[config.mk]
export PLATFORM = sky130hd
export DESIGN_NAME = aff_fifo
export DESIGN_NICKNAME = d
export VERILOG_FILES = /design/src/design/aff_pkg.sv /design/src/design/aff_fifo.sv
export SDC_FILE = /design/constraint.sdc
export NUM_CORES = 1
export LEC_CHECK = 0
export BUFFER_PORTS_ARGS = -buffer_cell sky130_fd_sc_hd__buf_2
export CAP_MARGIN = 20
export CORE_MARGIN = 4
export CORE_UTILIZATION = 50
export CTS_BUF_LIST = sky130_fd_sc_hd__clkbuf_4 sky130_fd_sc_hd__clkbuf_8
export CTS_CLUSTER_SIZE = 28
export DETAILED_ROUTE_END_ITERATION = 12
export GPL_ROUTABILITY_DRIVEN = 1
export PLACE_DENSITY = 0.77
export SYNTH_ARGS = -nofsm -noshare
export SYNTH_HDL_FRONTEND = slang
export SYNTH_SLANG_ARGS = --single-unit
[constraint.sdc]
create_clock -name i_clk -period 8.3 [get_ports i_clk]
set_input_delay 0.415 -clock i_clk [delete_from_list [all_inputs] [get_ports i_clk]]
set_output_delay 0.415 -clock i_clk [all_outputs]
set_load 0.01 [all_outputs]
[src/design/aff_pkg.sv]
// Shared types and constants of the affine grid resampler.
// Used by every module of the block; depends on nothing.
`timescale 1ns / 1ps

package aff_pkg;

    localparam int MAX_SIDE_DEF = 128;

    // Field and datapath widths. Counts are 8 bits, so a clamped corner
    // index never exceeds 254; coordinates are sized for the largest grid.
    localparam int SMP_W = 16;
    localparam int POS_W = 7;
    localparam int CNT_W = 8;
    localparam int IDX_W = 8;
    localparam int DC_W  = 10;
    localparam int MUL_W = 42;
    localparam int ACC_W = 44;
    localparam int CRD_W = 29;
    localparam int SQ_W  = 2 * CRD_W;
    localparam int D_W   = SQ_W + 1;
    localparam int W_W   = 37;
    localparam int PRD_W = W_W + 1 + SMP_W;
    localparam int NUM_W = 56;
    localparam int DEN_W = 39;
    localparam int DIV_W = 64;
    localparam int REG_W = 32;
    localparam int RIX_W = 3;

    localparam int WGT_STEPS = 37;
    localparam int MEAN_STEPS = 16;

    localparam logic [D_W-1:0]   EPS_Q32 = D_W'(42949673);
    localparam logic [W_W-1:0]   CAP_Q30 = W_W'(100) << 30;
    localparam logic [DIV_W-1:0] ONE_Q62 = DIV_W'(1) << 62;

    localparam logic OP_LOAD  = 1'b0;
    localparam logic OP_QUERY = 1'b1;

    localparam logic [RIX_W-1:0] REG_ROW_COUNT    = 3'd0;
    localparam logic [RIX_W-1:0] REG_COLUMN_COUNT = 3'd1;
    localparam logic [RIX_W-1:0] REG_MAP_XX       = 3'd2;
    localparam logic [RIX_W-1:0] REG_MAP_XY       = 3'd3;
    localparam logic [RIX_W-1:0] REG_MAP_X0       = 3'd4;
    localparam logic [RIX_W-1:0] REG_MAP_YX       = 3'd5;
    localparam logic [RIX_W-1:0] REG_MAP_YY       = 3'd6;
    localparam logic [RIX_W-1:0] REG_MAP_Y0       = 3'd7;

    typedef struct packed {
        logic              operation;
        logic [POS_W-1:0]  row;
        logic [POS_W-1:0]  col;
        logic signed [SMP_W-1:0] sample;
    } t_in;

    typedef struct packed {
        logic [POS_W-1:0]  out_row;
        logic [POS_W-1:0]  out_col;
        logic signed [SMP_W-1:0] resampled;
        logic              inside_res;
    } t_out;

    // One classified transaction handed from the front to the back.
    typedef struct packed {
        logic              query;
        logic [POS_W-1:0]  row;
        logic [POS_W-1:0]  col;
        logic signed [SMP_W-1:0] sample;
        logic signed [CRD_W-1:0] x;
        logic signed [CRD_W-1:0] y;
        logic [IDX_W-1:0]  xf;
        logic [IDX_W-1:0]  xc;
        logic [IDX_W-1:0]  yf;
        logic [IDX_W-1:0]  yc;
    } t_job;

endpackage

[src/design/aff_fifo.sv]
// Two-entry queue of classified transactions between front and back.
// Uses aff_pkg.
`timescale 1ns / 1ps

module aff_fifo
    import aff_pkg::*;
(
    input  logic i_clk,
    input  logic i_rst_n,
    input  logic i_push,
    input  t_job i_job,
    output logic o_full,
    input  logic i_pop,
    output logic o_empty,
    output t_job o_job
);

    t_job       r_mem [2];
    logic       r_wp, r_rp;
    logic [1:0] r_cnt;

    always_ff @(posedge i_clk) begin
        if (!i_rst_n) begin
            r_wp  <= 1'b0;
            r_rp  <= 1'b0;
            r_cnt <= '0;
        end else begin
            if (i_push) r_wp <= ~r_wp;
            if (i_pop) r_rp <= ~r_rp;
            r_cnt <= r_cnt + 2'(i_push) - 2'(i_pop);
        end
        if (i_push) r_mem[r_wp] <= i_job;
    end

    assign o_full  = r_cnt == 2'd2;
    assign o_empty = r_cnt == 2'd0;
    assign o_job   = r_mem[r_rp];

endmodule

======== Word-level counts from Yosys, hierarchy flattened ========
Memories as Yosys holds them, arrays and structs flattened. A register that Yosys moved wholly into a read port is not among the register bits.
Index checks and enable logic that the tools add are counted.
Widths: inputs -> output; s select.
operators by class
  muxes and demuxes ....................... 4
  $add $sub $neg .......................... 2
  bitwise gates (word level) .............. 2
  reductions and logical operators ........ 1
  equal/unequal tests ..................... 1
operator list
  kind                number
  $mux 1              4
  $add 2x1->2         1
  $eq 2x2->1 const B  1
  $logic_not 2->1     1
  $not 1->1           2
  $sub 2x1->2         1
word-level totals
  output and inout port bits .............. 123
  input bits .............................. 125
  memories ................................ 1
  flip-flop bits (word level) ............. 4
  bits in writable memories ............... 242
  word-level logic and storage cells ...... 14
memory list
  name   depth  width  rd ports  clocked after Yosys merged registers in  wr ports  RTL line        text
  r_mem  2      121    1         1                                        1         aff_fifo.sv:18  t_job r_mem [2];

======== Depth between registers and ports, before layout ========
  word-level depth ........................ 3
  mapped depth ............................ 6
  gate-level depth less buffers ........... 6

======== Worst setup path before layout ========
No wires, ideal clock.
  path kind ............................... in2reg
  start point ............................. input i_push
  end point ............................... memory r_mem[0][0] (netlist name), enable pin
  data arrival time ....................... 5,695 ps
  required time ........................... 7,683 ps
  path buffers ............................ 0
  cell stages on the path ................. 1
  slack ................................... 1,988 ps
  setup time .............................. 617 ps
  cell sequence ........................... nor2b_1
between the ends
  cells in the longest elaborated chain, start to end .. 2
RTL lines
  item                          RTL line        text
  from (decl)                   aff_fifo.sv:10  input logic i_push,
  $mux 1                        aff_fifo.sv:32  if (i_push) r_mem[r_wp] <= i_job;
  $mux 1 (not written as such)  aff_fifo.sv:32
  to (decl)                     aff_fifo.sv:18
No other way between the ends.

==> results.md <==
- Setup crit start kind: flip-flop
- Root Driver: clkbuf_8
- Comb power frac: 10.2%
- RSZ-0062 raised after global routing: false
- Diodes inserted: 0
- Synth Register Bits: 247
- Placer Congestion: between 0.7 and 0.8
- Int Power: approximately 0.0021 W
- Final-report hold violation count: 0
- CTS resizes: 0
- Synth top area share: roughly 80%
- Ports: 248
- Fmax: around 320 MHz
- Inserted Clock Buffers: 40
- Max Used Layer: met5
- Clk sinks: about 250
- Cell taking the most area after synthesis: edfxtp_1
- Starting Density: 51.37%
- Fin crit period: 3160 ps
- WL met2: between 8 and 9 mm
- Rows: between 40 and 50
- Final Max Slew Viols: 0
- Share of cells above drive strength 1: 61.63%
- Pwr dens: 239.8 nW/um^2
- Slew HR: 37.17%
- Initial antenna violation count: 1
- Reg-to-reg endpoint: r_mem[1][101]
- Critical Path AT: 2740 ps
- H-tree levels: 2
- Clock share of power: 34.8%
- IO Port Bufs: 247
- Top delay family on crit path: buffers and inverters
- Clk_lat worst skew: 510 ps
- Metal3 WL: 1.450 mm
- Leakage: around 4.2 nW
- Buffers inserted by post-CTS timing repair: 0
- Crit path cell chain: buf_4 > mux2_2 > buf_2
- First-pass GRT wire length: 25.44 mm
- Area added between synthesis and finish: 23.90%
- Die height: 142.0 um
- Vias per cell: 5.049
- Hold WC Path Type: input pin to flip-flop
- Syn_area_per_cell: between 20 and 25 sq um
- Seq pwr share: 55.1%
- Post-Syn Nets: 524
- Detailed-route wire length per cell: approximately 18 um
- Synth async-reset ratio: 0%
- CP Capture Type: output pin
- Final WL: 16.91 mm
- Reg2reg start: r_wp
- Clock Pin Slew Worst Setup and Hold Paths: 60 ps
- Setup CP Type: flip-flop to output pin
- Clock Skew: 15.09 ps
- Final setup viols: 0
- Vias in the first global route: 4946
- WP depth: 3
- Worst path slowest cell: buf_4
- Crit-path max FO: 72
- GR Overflow Total: 0
- Worst IR Drop VDD: 0.0001260 V
- DRC errors left: 0
- Switching component of the power: 0.0005830 W
- M1 wire length: 6.520 mm
- Post-synth EDFFs: about 240
- Count of hold-fix buffers inserted at cts: 0
- Yosys cell types: 14
- Most common cell in the netlist: edfxtp_1
- Number of max-cap violations: 0
- Largest net degree at the start of global routing: 73
- Nets: between 800 and 900
- YS warnings: 0
- Clock tree buffer depth: 3
- Sw Ratio: between 20% and 30%
- Final worst path period share: 38.07%
- Crit path to: o_job[79]
- Post-synth top flop: edfxtp_1
- WP buf/inv: 2
- Overall Global Routing Usage: around 16%
- Iteration count of the initial detailed-routing pass: 6
- Total Neg Setup Slack: 0 ps
- FF-to-FF path depth: 2
- Final HPWL DP: 11.16 mm
- Power, Total: 0.002667 W
- Actual slew at the worst max-slew pin: 942.5 ps
- Commonest cells post-synth: 242 x edfxtp_1, 121 x mux2_2, 9 x buf_6
- Synth area leaders: edfxtp_1 81%, mux2_2 15%, buf_6 1.1%
- CTS tree: done
- Via count: 4675
- 1st-iter DRT viols: about 240
- Routed Antenna Nets: 0
- Core footprint: 17480 sq um
- Register-to-register setup slack: 5990 ps
- Reg area: ~7400 sq um
- Max incr delay on CP: 800 ps
- FILL cells: between 1000 and 1500
- Cells after Synth: 397
- Sequential fraction of the synthesis area: 82.05%
- Multi-input gate area: 1490 sq um
- Synth Cell Area: 8979 sq um
- DIE AREA: ~20000 sq um
- Status: complete, no violations
- WP data required: 7890 ps
- Chip width: approximately 140 um
==> registers in the layout, summed over array words and instances (netlist names), named ones only <==
register  cells
r_mem       242
r_rp          1
r_wp          1
r_cnt         2
==> layout make-up <==
class | instances | area share, %
Clock buffer | 53 | 5.882
Sequential cell | 247 | 66.26
Multi-Input combinational cell | 135 | 13.40
Inverter | 2 | 0.06748
Timing Repair Buffer | 251 | 11.38
Clock inverter | 13 | 0.4836
Tap cell | 225 | 2.531
==> cells by family after synthesis <==
| family | synth area share, % |
|---|---|
| AO/OA/AOI/OAI | 0.08364 |
| XOR/XNOR | 0.3484 |
| adder cells (fa/ha/maj) | 0.2787 |
| buffers and inverters | 1.463 |
| flip-flops | 82.05 |
| multiplexers | 15.18 |
| AND/OR/NAND/NOR | 0.5991 |
==> routing by layer <==
metal  vias up  track usage [%]
li1       2146                -
met1      2273            19.59
met2       208            26.86
met3        46            5.511
met4         2            6.010
met5         -                0
==> metrics by stage <==
stage | hold WS [ps] | area [sq um] | std cells | utilization, % | worst slack (ps)
5_1_grt | 47.95 | 11120 | 926 | 63.65 | 4970
3_3_place_gp | 558.8 | 10420 | 860 | 59.60 | 5653
2_1_floorplan | 513.9 | 8979 | 397 | - | 1988
4_1_cts | 49.83 | 11120 | 926 | 63.65 | 5074
6_report | 92.62 | 11120 | 926 | 63.65 | 5140
3_5_place_dp | 569.8 | 10420 | 860 | 59.60 | 5623
==> placed cells by master, fill, tap and decap left out <==
cell type,netlist,final
nor2b_4,0,1
clkinv_2,0,4
dfxtp_1,5,4
clkbuf_4,0,12
o21a_1,1,1
dfxtp_4,0,1
ha_1,2,2
and2_4,0,1
xor2_1,1,1
clkbuf_8,0,41
clkinv_1,0,9
edfxtp_1,242,242
xnor3_1,1,1
buf_2,3,247
and2_1,4,3
mux2_2,121,121
nor2_1,1,1
inv_1,2,2
buf_4,1,4
nor2b_1,4,3
==> worst min-delay path by stage <==
| stage | start | cells past startpoint | endpoint | slack (ps) |
|---|---|---|---|---|
| finish | i_job[94] | 1 | r_mem[1][94] | 90 |
| global route | i_job[94] | 1 | r_mem[1][94] | 50 |
| CTS | i_job[85] | 1 | r_mem[1][85] | 50 |
| detailed placement | r_rp | 2 | flip-flop | 570 |
| global placement | r_rp | 2 | flip-flop | 560 |
| floorplan | i_job[0] | 0 | r_mem[0][0] | 510 |
==> power groups by stage <==
stage	sequential (W)	combinational, W	clock, W
floorplan	0.00149	0.000167	0
global placement	0.00149	0.000268	0
detailed placement	0.00150	0.000273	0
CTS	0.00147	0.000275	0.000963
global route	0.00147	0.000292	0.00102
finish	0.00147	0.000271	0.000928
No activity file was read; power rests on OpenSTA's default activity.
