File: src/design/aff_pkg.sv
// Shared types and constants of the affine grid resampler.
// Used by every module of the block; depends on nothing.
`timescale 1ns / 1ps

package aff_pkg;

    localparam int MAX_SIDE_DEF = 128;

    // Field and datapath widths. Counts are 8 bits, so a clamped corner
    // index never exceeds 254; coordinates are sized for the largest grid.
    localparam int SMP_W = 16;
    localparam int POS_W = 7;
    localparam int CNT_W = 8;
    localparam int IDX_W = 8;
    localparam int DC_W  = 10;
    localparam int MUL_W = 42;
    localparam int ACC_W = 44;
    localparam int CRD_W = 29;
    localparam int SQ_W  = 2 * CRD_W;
    localparam int D_W   = SQ_W + 1;
    localparam int W_W   = 37;
    localparam int PRD_W = W_W + 1 + SMP_W;
    localparam int NUM_W = 56;
    localparam int DEN_W = 39;
    localparam int DIV_W = 64;
    localparam int REG_W = 32;
    localparam int RIX_W = 3;

    localparam int WGT_STEPS = 37;
    localparam int MEAN_STEPS = 16;

    localparam logic [D_W-1:0]   EPS_Q32 = D_W'(42949673);
    localparam logic [W_W-1:0]   CAP_Q30 = W_W'(100) << 30;
    localparam logic [DIV_W-1:0] ONE_Q62 = DIV_W'(1) << 62;

    localparam logic OP_LOAD  = 1'b0;
    localparam logic OP_QUERY = 1'b1;

    localparam logic [RIX_W-1:0] REG_ROW_COUNT    = 3'd0;
    localparam logic [RIX_W-1:0] REG_COLUMN_COUNT = 3'd1;
    localparam logic [RIX_W-1:0] REG_MAP_XX       = 3'd2;
    localparam logic [RIX_W-1:0] REG_MAP_XY       = 3'd3;
    localparam logic [RIX_W-1:0] REG_MAP_X0       = 3'd4;
    localparam logic [RIX_W-1:0] REG_MAP_YX       = 3'd5;
    localparam logic [RIX_W-1:0] REG_MAP_YY       = 3'd6;
    localparam logic [RIX_W-1:0] REG_MAP_Y0       = 3'd7;

    typedef struct packed {
        logic              operation;
        logic [POS_W-1:0]  row;
        logic [POS_W-1:0]  col;
        logic signed [SMP_W-1:0] sample;
    } t_in;

    typedef struct packed {
        logic [POS_W-1:0]  out_row;
        logic [POS_W-1:0]  out_col;
        logic signed [SMP_W-1:0] resampled;
        logic              inside_res;
    } t_out;

    // One classified transaction handed from the front to the back.
    typedef struct packed {
        logic              query;
        logic [POS_W-1:0]  row;
        logic [POS_W-1:0]  col;
        logic signed [SMP_W-1:0] sample;
        logic signed [CRD_W-1:0] x;
        logic signed [CRD_W-1:0] y;
        logic [IDX_W-1:0]  xf;
        logic [IDX_W-1:0]  xc;
        logic [IDX_W-1:0]  yf;
        logic [IDX_W-1:0]  yc;
    } t_job;

endpackage

File: src/design/aff_front.sv
// Front end: configuration registers, input acceptance, the inverse affine
// mapping through one shared multiplier, and corner selection. Uses aff_pkg.
`timescale 1ns / 1ps

module aff_front
    import aff_pkg::*;
#(
    parameter int MAX_SIDE = MAX_SIDE_DEF
) (
    input  logic             i_clk,
    input  logic             i_rst_n,
    input  logic             i_cfg_we,
    input  logic [RIX_W-1:0] i_cfg_idx,
    input  logic [REG_W-1:0] i_cfg_data,
    input  logic             i_in_valid,
    output logic             o_in_stall,
    input  t_in              i_in_data,
    output logic             o_push,
    output t_job             o_job,
    input  logic             i_full
);

    localparam logic [3:0] F_IDLE = 4'd0;
    localparam logic [3:0] F_M0   = 4'd1;
    localparam logic [3:0] F_M1   = 4'd2;
    localparam logic [3:0] F_M2   = 4'd3;
    localparam logic [3:0] F_M3   = 4'd4;
    localparam logic [3:0] F_M4   = 4'd5;
    localparam logic [3:0] F_CLP  = 4'd6;
    localparam logic [3:0] F_COR  = 4'd7;
    localparam logic [3:0] F_PUSH = 4'd8;

    localparam int LIM_I = 2 * MAX_SIDE * 65536;
    localparam logic signed [ACC_W-1:0] LIM = ACC_W'(LIM_I);

    logic [3:0]               r_st;
    logic [CNT_W-1:0]         r_rows, r_cols;
    logic signed [REG_W-1:0]  r_xx, r_xy, r_x0, r_yx, r_yy, r_y0;
    logic signed [DC_W-1:0]   r_dc2, r_dr2;
    logic signed [MUL_W-1:0]  r_prod;
    logic signed [ACC_W-1:0]  r_accx, r_accy;
    logic signed [CRD_W-1:0]  r_x, r_y;
    t_job                     r_job;

    logic [CNT_W-1:0]         eff_r, eff_c, rm1, cm1;
    logic signed [REG_W-1:0]  ma;
    logic signed [DC_W-1:0]   mb;
    logic signed [MUL_W-1:0]  mul;
    logic signed [ACC_W-1:0]  shx, shy;
    logic                     accept;

    function automatic logic [CNT_W-1:0] eff_count(input logic [CNT_W-1:0] c);
        logic [CNT_W-1:0] v;
        v = c;
        if (c == '0) v = CNT_W'(1);
        else if (32'(c) > MAX_SIDE) v = CNT_W'(MAX_SIDE);
        return v;
    endfunction

    function automatic logic signed [CRD_W-1:0] clamp_lim(input logic signed [ACC_W-1:0] v);
        logic signed [ACC_W-1:0] t;
        t = v;
        if (v > LIM) t = LIM;
        else if (v < -LIM) t = -LIM;
        return CRD_W'(t);
    endfunction

    // Floor or ceiling cell of a signed Q13.16 coordinate, clamped to 0..top.
    function automatic logic [IDX_W-1:0] corner(input logic signed [CRD_W-1:0] v,
                                                input logic up,
                                                input logic [CNT_W-1:0] top);
        logic signed [CRD_W-1:0] c;
        logic [IDX_W-1:0] r;
        c = (v >>> 16) + $signed(CRD_W'(up && (v[15:0] != 16'h0)));
        if (c < 0) r = '0;
        else if (c > $signed({1'b0, top})) r = top;
        else r = IDX_W'(c);
        return r;
    endfunction

    assign eff_r  = eff_count(r_rows);
    assign eff_c  = eff_count(r_cols);
    assign rm1    = eff_r - CNT_W'(1);
    assign cm1    = eff_c - CNT_W'(1);
    assign accept = i_in_valid && (r_st == F_IDLE);

    always_comb begin
        case (r_st)
            F_M0:    begin ma = r_xx; mb = r_dc2; end
            F_M1:    begin ma = r_xy; mb = r_dr2; end
            F_M2:    begin ma = r_yx; mb = r_dc2; end
            default: begin ma = r_yy; mb = r_dr2; end
        endcase
        mul = ma * mb;
        shx = r_accx >>> 1;
        shy = r_accy >>> 1;
    end

    always_ff @(posedge i_clk) begin
        if (!i_rst_n) begin
            r_st   <= F_IDLE;
            r_rows <= CNT_W'(128);
            r_cols <= CNT_W'(128);
            r_xx   <= REG_W'(65536);
            r_xy   <= '0;
            r_x0   <= '0;
            r_yx   <= '0;
            r_yy   <= REG_W'(65536);
            r_y0   <= '0;
        end else begin
            if (i_cfg_we) begin
                case (i_cfg_idx)
                    REG_ROW_COUNT:    r_rows <= i_cfg_data[CNT_W-1:0];
                    REG_COLUMN_COUNT: r_cols <= i_cfg_data[CNT_W-1:0];
                    REG_MAP_XX:       r_xx   <= i_cfg_data;
                    REG_MAP_XY:       r_xy   <= i_cfg_data;
                    REG_MAP_X0:       r_x0   <= i_cfg_data;
                    REG_MAP_YX:       r_yx   <= i_cfg_data;
                    REG_MAP_YY:       r_yy   <= i_cfg_data;
                    REG_MAP_Y0:       r_y0   <= i_cfg_data;
                    default:          ;
                endcase
            end
            case (r_st)
                F_IDLE: begin
                    if (accept) begin
                        if (i_in_data.operation == OP_QUERY) begin
                            r_st <= F_M0;
                        end else if ({1'b0, i_in_data.row} < eff_r &&
                                     {1'b0, i_in_data.col} < eff_c) begin
                            r_st <= F_PUSH;
                        end
                    end
                end
                F_M0:    r_st <= F_M1;
                F_M1:    r_st <= F_M2;
                F_M2:    r_st <= F_M3;
                F_M3:    r_st <= F_M4;
                F_M4:    r_st <= F_CLP;
                F_CLP:   r_st <= F_COR;
                F_COR:   r_st <= F_PUSH;
                F_PUSH: begin
                    if (!i_full) r_st <= F_IDLE;
                end
                default: r_st <= F_IDLE;
            endcase
        end

        if (accept) begin
            r_dc2 <= $signed({2'b0, i_in_data.col, 1'b0}) - $signed({2'b0, cm1});
            r_dr2 <= $signed({2'b0, i_in_data.row, 1'b0}) - $signed({2'b0, rm1});
            r_job <= '{query: i_in_data.operation, row: i_in_data.row,
                       col: i_in_data.col, sample: i_in_data.sample,
                       x: '0, y: '0, xf: '0, xc: '0, yf: '0, yc: '0};
        end
        case (r_st)
            F_M0: r_prod <= mul;
            F_M1: begin
                r_accx <= ACC_W'(r_prod) + (ACC_W'(r_x0) <<< 1) +
                          $signed(ACC_W'({cm1, 16'h0}));
                r_prod <= mul;
            end
            F_M2: begin
                r_accx <= r_accx + ACC_W'(r_prod);
                r_prod <= mul;
            end
            F_M3: begin
                r_accy <= ACC_W'(r_prod) + (ACC_W'(r_y0) <<< 1) +
                          $signed(ACC_W'({rm1, 16'h0}));
                r_prod <= mul;
            end
            F_M4: r_accy <= r_accy + ACC_W'(r_prod);
            F_CLP: begin
                r_x <= clamp_lim(shx);
                r_y <= clamp_lim(shy);
            end
            F_COR: begin
                r_job.x  <= r_x;
                r_job.y  <= r_y;
                r_job.xf <= corner(r_x, 1'b0, cm1);
                r_job.xc <= corner(r_x, 1'b1, cm1);
                r_job.yf <= corner(r_y, 1'b0, rm1);
                r_job.yc <= corner(r_y, 1'b1, rm1);
            end
            default: ;
        endcase
    end

    assign o_in_stall = r_st != F_IDLE;
    assign o_push     = (r_st == F_PUSH) && !i_full;
    assign o_job      = r_job;

endmodule

File: config.mk
export PLATFORM = sky130hd
export DESIGN_NAME = aff_front
export DESIGN_NICKNAME = d
export VERILOG_FILES = /design/src/design/aff_pkg.sv /design/src/design/aff_front.sv
export SDC_FILE = /design/constraint.sdc
export NUM_CORES = 2
export LEC_CHECK = 0
export ABC_AREA = 1
export BUFFER_PORTS_ARGS = -buffer_cell sky130_fd_sc_hd__clkbuf_2
export CAP_MARGIN = 20
export CORE_ASPECT_RATIO = 0.9
export CORE_MARGIN = 5
export CORE_UTILIZATION = 40
export CTS_BUF_LIST = sky130_fd_sc_hd__clkbuf_16
export CTS_CLUSTER_DIAMETER = 30
export DETAILED_ROUTE_END_ITERATION = 10
export GPL_TIMING_DRIVEN = 0
export REMOVE_ABC_BUFFERS = 1
export SETUP_SLACK_MARGIN = 0.05
export SLEW_MARGIN = 20
export SYNTH_ARGS = -nofsm -noshare
export SYNTH_HDL_FRONTEND = slang
export SYNTH_SLANG_ARGS = --single-unit
File: constraint.sdc
create_clock -name i_clk -period 18.7 [get_ports i_clk]
set_input_delay 3.74 -clock i_clk [delete_from_list [all_inputs] [get_ports i_clk]]
set_output_delay 3.74 -clock i_clk [all_outputs]
set_load 0.01 [all_outputs]
# Yosys cells after proc, flatten, opt, wreduce, memory -nomap -nowiden
# Cells that the tools add are included.
# classes
addsub	12
n_mul	1
magnitude_cmp	16
eq_ne	18
mux	25
reduce_logical	27
# ops
op	n
90-bit 2-to-1 mux	2
44-bit case mux with 2 select lines	2
8-bit 2-to-1 mux	12
32-bit case mux with 3 select lines	1
43-bit by 25-bit adder with 44-bit output	2
44-bit by 42-bit adder with 44-bit output	2
42-bit by 33-bit adder with 43-bit output	2
43-bit by 26-bit > comparator with 1-bit output (second input constant)	2
43-bit by 25-bit < comparator with 1-bit output (second input constant)	2
29-bit 2-to-1 mux	2
32-bit by 10-bit multiplier with 42-bit output	1
4-bit case mux with 9 select lines	1
16-bit nonzero test	2
13-bit by 2-bit adder with 14-bit output	2
14-bit by 9-bit > comparator with 1-bit output	2
14-bit by 1-bit < comparator with 1-bit output (second input constant)	2
13-bit by 9-bit > comparator with 1-bit output	2
13-bit by 1-bit < comparator with 1-bit output (second input constant)	2
8-bit by 8-bit subtractor with 9-bit output	2
4-bit by 3-bit equality test with 1-bit output (second input constant)	4
8-bit > comparator (second input constant)	2
8-bit zero test	2
7-bit by 8-bit < comparator with 1-bit output	2
4-bit 2-to-1 mux	4
20 further kinds	40
# totals
regBits	541
input_bits	71
output_inout_bits	123
word_cells	127

# Logic depth before layout (Yosys ltp)
# logic_depth
depth_word	9
ltp_mapped	34
mapped_depth_nobuf	33

# Worst setup path before layout
# No wires, ideal clock.
# synth_timing
kind	input-to-reg
startpoint	in i_in_valid
endpoint	reg r_job, in the netlist o_job[0], enable pin
setup_time_ns	0.663
arrival_ns	10.087
required_ns	18.037
path_slack_ns	7.949
path_stages	2
path_buffers	0
path_cell_list	inv_1 -> o21ai_0
# synth_via
elab_chain_len	2
# synth_lines
element	line_no	source
start, declared	aff_front.sv:15	input logic i_in_valid,
1-bit logical AND	aff_front.sv:85	assign accept = i_in_valid && (r_st == F_IDLE);
2-bit nonzero test (no line)	-	
end signal, assigned	aff_front.sv:152	r_job <= '{query: i_in_data.operation, row: i_in_data.row,
end, declared	aff_front.sv:43	t_job r_job;
# No other way between the ends.
# A chain may end at the register's enable or synchronous reset.

# Worst setup path after layout
# layout_timing
startpoint	reg r_st[3]
endpoint	reg r_prod[39] (data pin)
# layout_via
elab_chain_len	4
elab_cells_between_ends	7
cone_classes	mul: 1; eq/ne: 3; mux: 2; reduce/logical: 1
# layout_lines
element	line_no	source
start, declared	aff_front.sv:36	logic [3:0] r_st;
start signal, assigned	aff_front.sv:101	r_st <= F_IDLE;
start signal, assigned	aff_front.sv:128	r_st <= F_M0;
start signal, assigned	aff_front.sv:131	r_st <= F_PUSH;
4-bit by 2-bit equality test with 1-bit output or 4-bit by 1-bit equality test with 1-bit output (tied branches)	aff_front.sv:88	case (r_st)
2-bit OR reduction (no line)	-	
10-bit 2-to-1 mux	aff_front.sv:88	
32-bit by 10-bit multiplier with 42-bit output *	aff_front.sv:94	mul = ma * mb;
net mul[39]	aff_front.sv:48	logic signed [MUL_W-1:0] mul;
end signal, assigned	aff_front.sv:157	F_M0: r_prod <= mul;
end signal, assigned	aff_front.sv:161	r_prod <= mul;
end signal, assigned	aff_front.sv:165	r_prod <= mul;
end, declared	aff_front.sv:40	logic signed [MUL_W-1:0] r_prod;
# The timed path passes the listed nets; every way through them passes the cells marked *.

==> impl_metrics.py <==
metrics = {
    "placement": {
        "gp_congestion": 0.983,
        "io_buffer_count": 193,
        "pre_cts_ws_ns": 10.78,
        "dp_hpwl_mm": 142,
    },
    "clock_tree": {
        "cts_sinks": 539,
        "cts_buffers": 106,
        "cts-htree-levels": 3,
        "cts_setup_buffers": 0,
        "cts_tree": "done",
        "root_buffer": "clkbuf_16",
        "post_cts_resized": 0,
        "clk_latency_ns": 0.70,
        "cts.path.max_buffers": 3,
        "clk_pin_slew_ns": 0.05,
        "cts_hold_buf": 0,
    },
    "routing": {
        "vias": 43200,
        "firstDrtPassIters": 6,
        "viasPerCell": 5.35,
        "drtAntennaViolNets": 0,
        "wire_per_inst_um": 21.7,
        "wirelength_mm": 175,
        "drc_errors": 0,
        "drt_iter0_markers": 4010,
    },
    "outcome": {
        "outcome": "completed",
    },
    "synth": {
        "ys.warnings.count": 0,
        "ys_async_sr_fraction": 0,
        "syn-cell-area_um2": 47000,
        "ys_seq_elements": 539,
        "synth_edf_count": 327,
        "avgSynthCellArea_um2": 7.57,
        "syn-instance-count": 6216,
        "netlist.area_leader.share": 0.209,
        "seq_area_frac_synth": 0.299,
        "synthMostInstantiatedCell": "nor2_1",
        "ys.flop_type": "edfxtp_1",
        "yosysTopAreaCell": "edfxtp_1",
        "synth_cell_type_count": 67,
        "synth_commonest_cells": "1,108 x nor2_1, 1,093 x nand2_1, 915 x inv_1",
        "synth.area.top_cells": "edfxtp_1 21%, fa_1 12%, ha_1 10%, dfxtp_1 9.0%, nor2_1 8.8%",
    },
    "die": {
        "rows": 119,
        "die_y_um": 335,
        "io_pins": 194,
        "core_area_um2": 117000,
        "dieArea_um2": 125000,
        "start_util": 0.402,
        "die_x_um": 371,
    },
    "setup_path": {
        "critical_path_class": "flop to flop",
        "arrival_ns": 8.34,
        "crit_path_start_kind": "flop",
        "endpoint_kind": "flop",
        "r2r_setup_slack_ns": 10.78,
        "path_max_fanout": 42,
        "crit_required_ns": 19.11,
    },
    "timing": {
        "report.final.slew_viol_count": 0,
        "hold-worst-slack_ns": 0.466,
        "final_hold_viol_count": 0,
        "min_period_ns": 7.92,
        "relSlewSlack": 0.243,
        "setup_tns_ns": 0,
        "fin_worst_skew_ns": 0.0563,
        "timing.final.crit_share": 0.424,
        "setup_slack_ns": 10.78,
        "tightest_slew_ns": 1.13,
        "fmax_mhz": 126,
        "setup_violations": 0,
        "rsz0062_at_grt": "false",
    },
    "grt": {
        "grt_overflow": 0,
        "grt_pass1_vias": 41828,
        "grt_max_degree": 135,
        "antenna_found_initial": 11,
        "grt_pass1_wl_mm": 260,
        "grt.total_usage": 0.277,
    },
    "cells_and_area": {
        "drive_gt1_frac": 0.0833,
        "area_delta_synth_final_pct": 14.7,
        "num-fill-cells": 11763,
        "fin_nets": 7154,
    },
    "flow_run": {
        "drv_cap": 0,
    },
    "hold_path": {
        "hp-class": "flop to flop",
    },
}
## worst max-delay path: stages (launching register included)
cell and delay [ns]:
dfxtp_1 0.42, nor2_2 0.07, inv_2 0.17, nor2_2 0.07, inv_2 0.79, nor2_4 0.30
buf_16 0.26, nand2_1 0.06, nand4_1 0.08, o21ai_1 0.56, inv_1 0.32, nand2_1 0.18
fa_1 0.43, fa_1 0.51, inv_1 0.06, fa_1 0.49, fa_1 0.49, inv_1 0.05
fa_1 0.47, inv_1 0.04, ha_1 0.40, nand2_1 0.14, nor2_1 0.19, inv_1 0.08
nor3_1 0.37, nand4_1 0.24, o2111ai_1 0.27, xor2_1 0.11
## registers in the layout, indices dropped and copies added (netlist names), 8 cells and up
signal and cells:
r_y0 32, r_yx 32, r_prod 42, r_rows 8
r_xy 32, r_cols 8, r_accy 44, r_xx 32
r_dc2 9, r_x 29, r_dr2 9, r_y 29
o_job 121, r_accx 44, r_x0 32, r_yy 32
## metrics by stage
step,util,cell area (um2),instances
after floorplan,-,46400,6068
after global placement,0.422,49300,7834
after detailed placement,0.430,50300,7870
after CTS,0.461,53900,8067
after global routing,0.461,53900,8067
final,0.461,53900,8073
## worst paths after layout
path              cells after the start         end  startpoint
setup / recovery                     27  r_prod[39]     r_st[3]
hold / removal                        2    r_xx[16]    r_xx[16]
setup reg to reg                     27  r_prod[39]     r_st[3]
hold reg to reg                       2    r_xx[16]    r_xx[16]
## layout make-up
type                    instances  area, um2  share of cell area
clock buffers                 108       2700              0.0501
multi-input cells            4580      29000               0.537
clock inverters                89        908              0.0168
inverters                     949       3570              0.0662
diodes                          6       15.0            0.000278
flip-flops and latches        539      14100               0.261
repair buffers                229       1720              0.0319
well taps                    1573       1970              0.0365
## cells in the final DEF (no fill, tap or decap), drive strengths merged, types with 14 or more instances in the layout
cell and instances:
a21boi 17, buf 36, clkbuf 301, nor3 52
and3 17, xor2 81, a21oi 415, a221oi 22
nor4 52, o21bai 28, inv 981, a21o 35
or2 14, xnor2 36, o21ai 566, nand4 66
nand2 1098, nor2 1115, nand3 195, clkinv 40
ha 391, a31oi 30, dfxtp 212, fa 287
edfxtp 327
## layer usage
layer	vias to the layer above	part of all wire	GRT usage
li1	20669	-	-
met1	20630	0.44	0.383
met2	1596	0.44	0.434
met3	299	0.083	0.0465
met4	6	0.045	0.111
met5	-	0.00027	0
## logic make-up (layout without fill, tap and decap cells)
kind of cell	after synthesis	in the layout	share of synthesized area
AND/OR/NAND/NOR	2622	2622	0.227
AO/OA/AOI/OAI	1154	1154	0.135
buffers and inverters	1103	1375	0.0896
adder cells (fa/ha/maj)	678	678	0.226
flip-flops	539	539	0.299
XOR/XNOR	117	117	0.0218
other	2	14	0.000160
multiplexers	1	1	0.000239
Power is not shown: default switching activity piles up to over one toggle a cycle in this logic, so the estimate is an artifact.
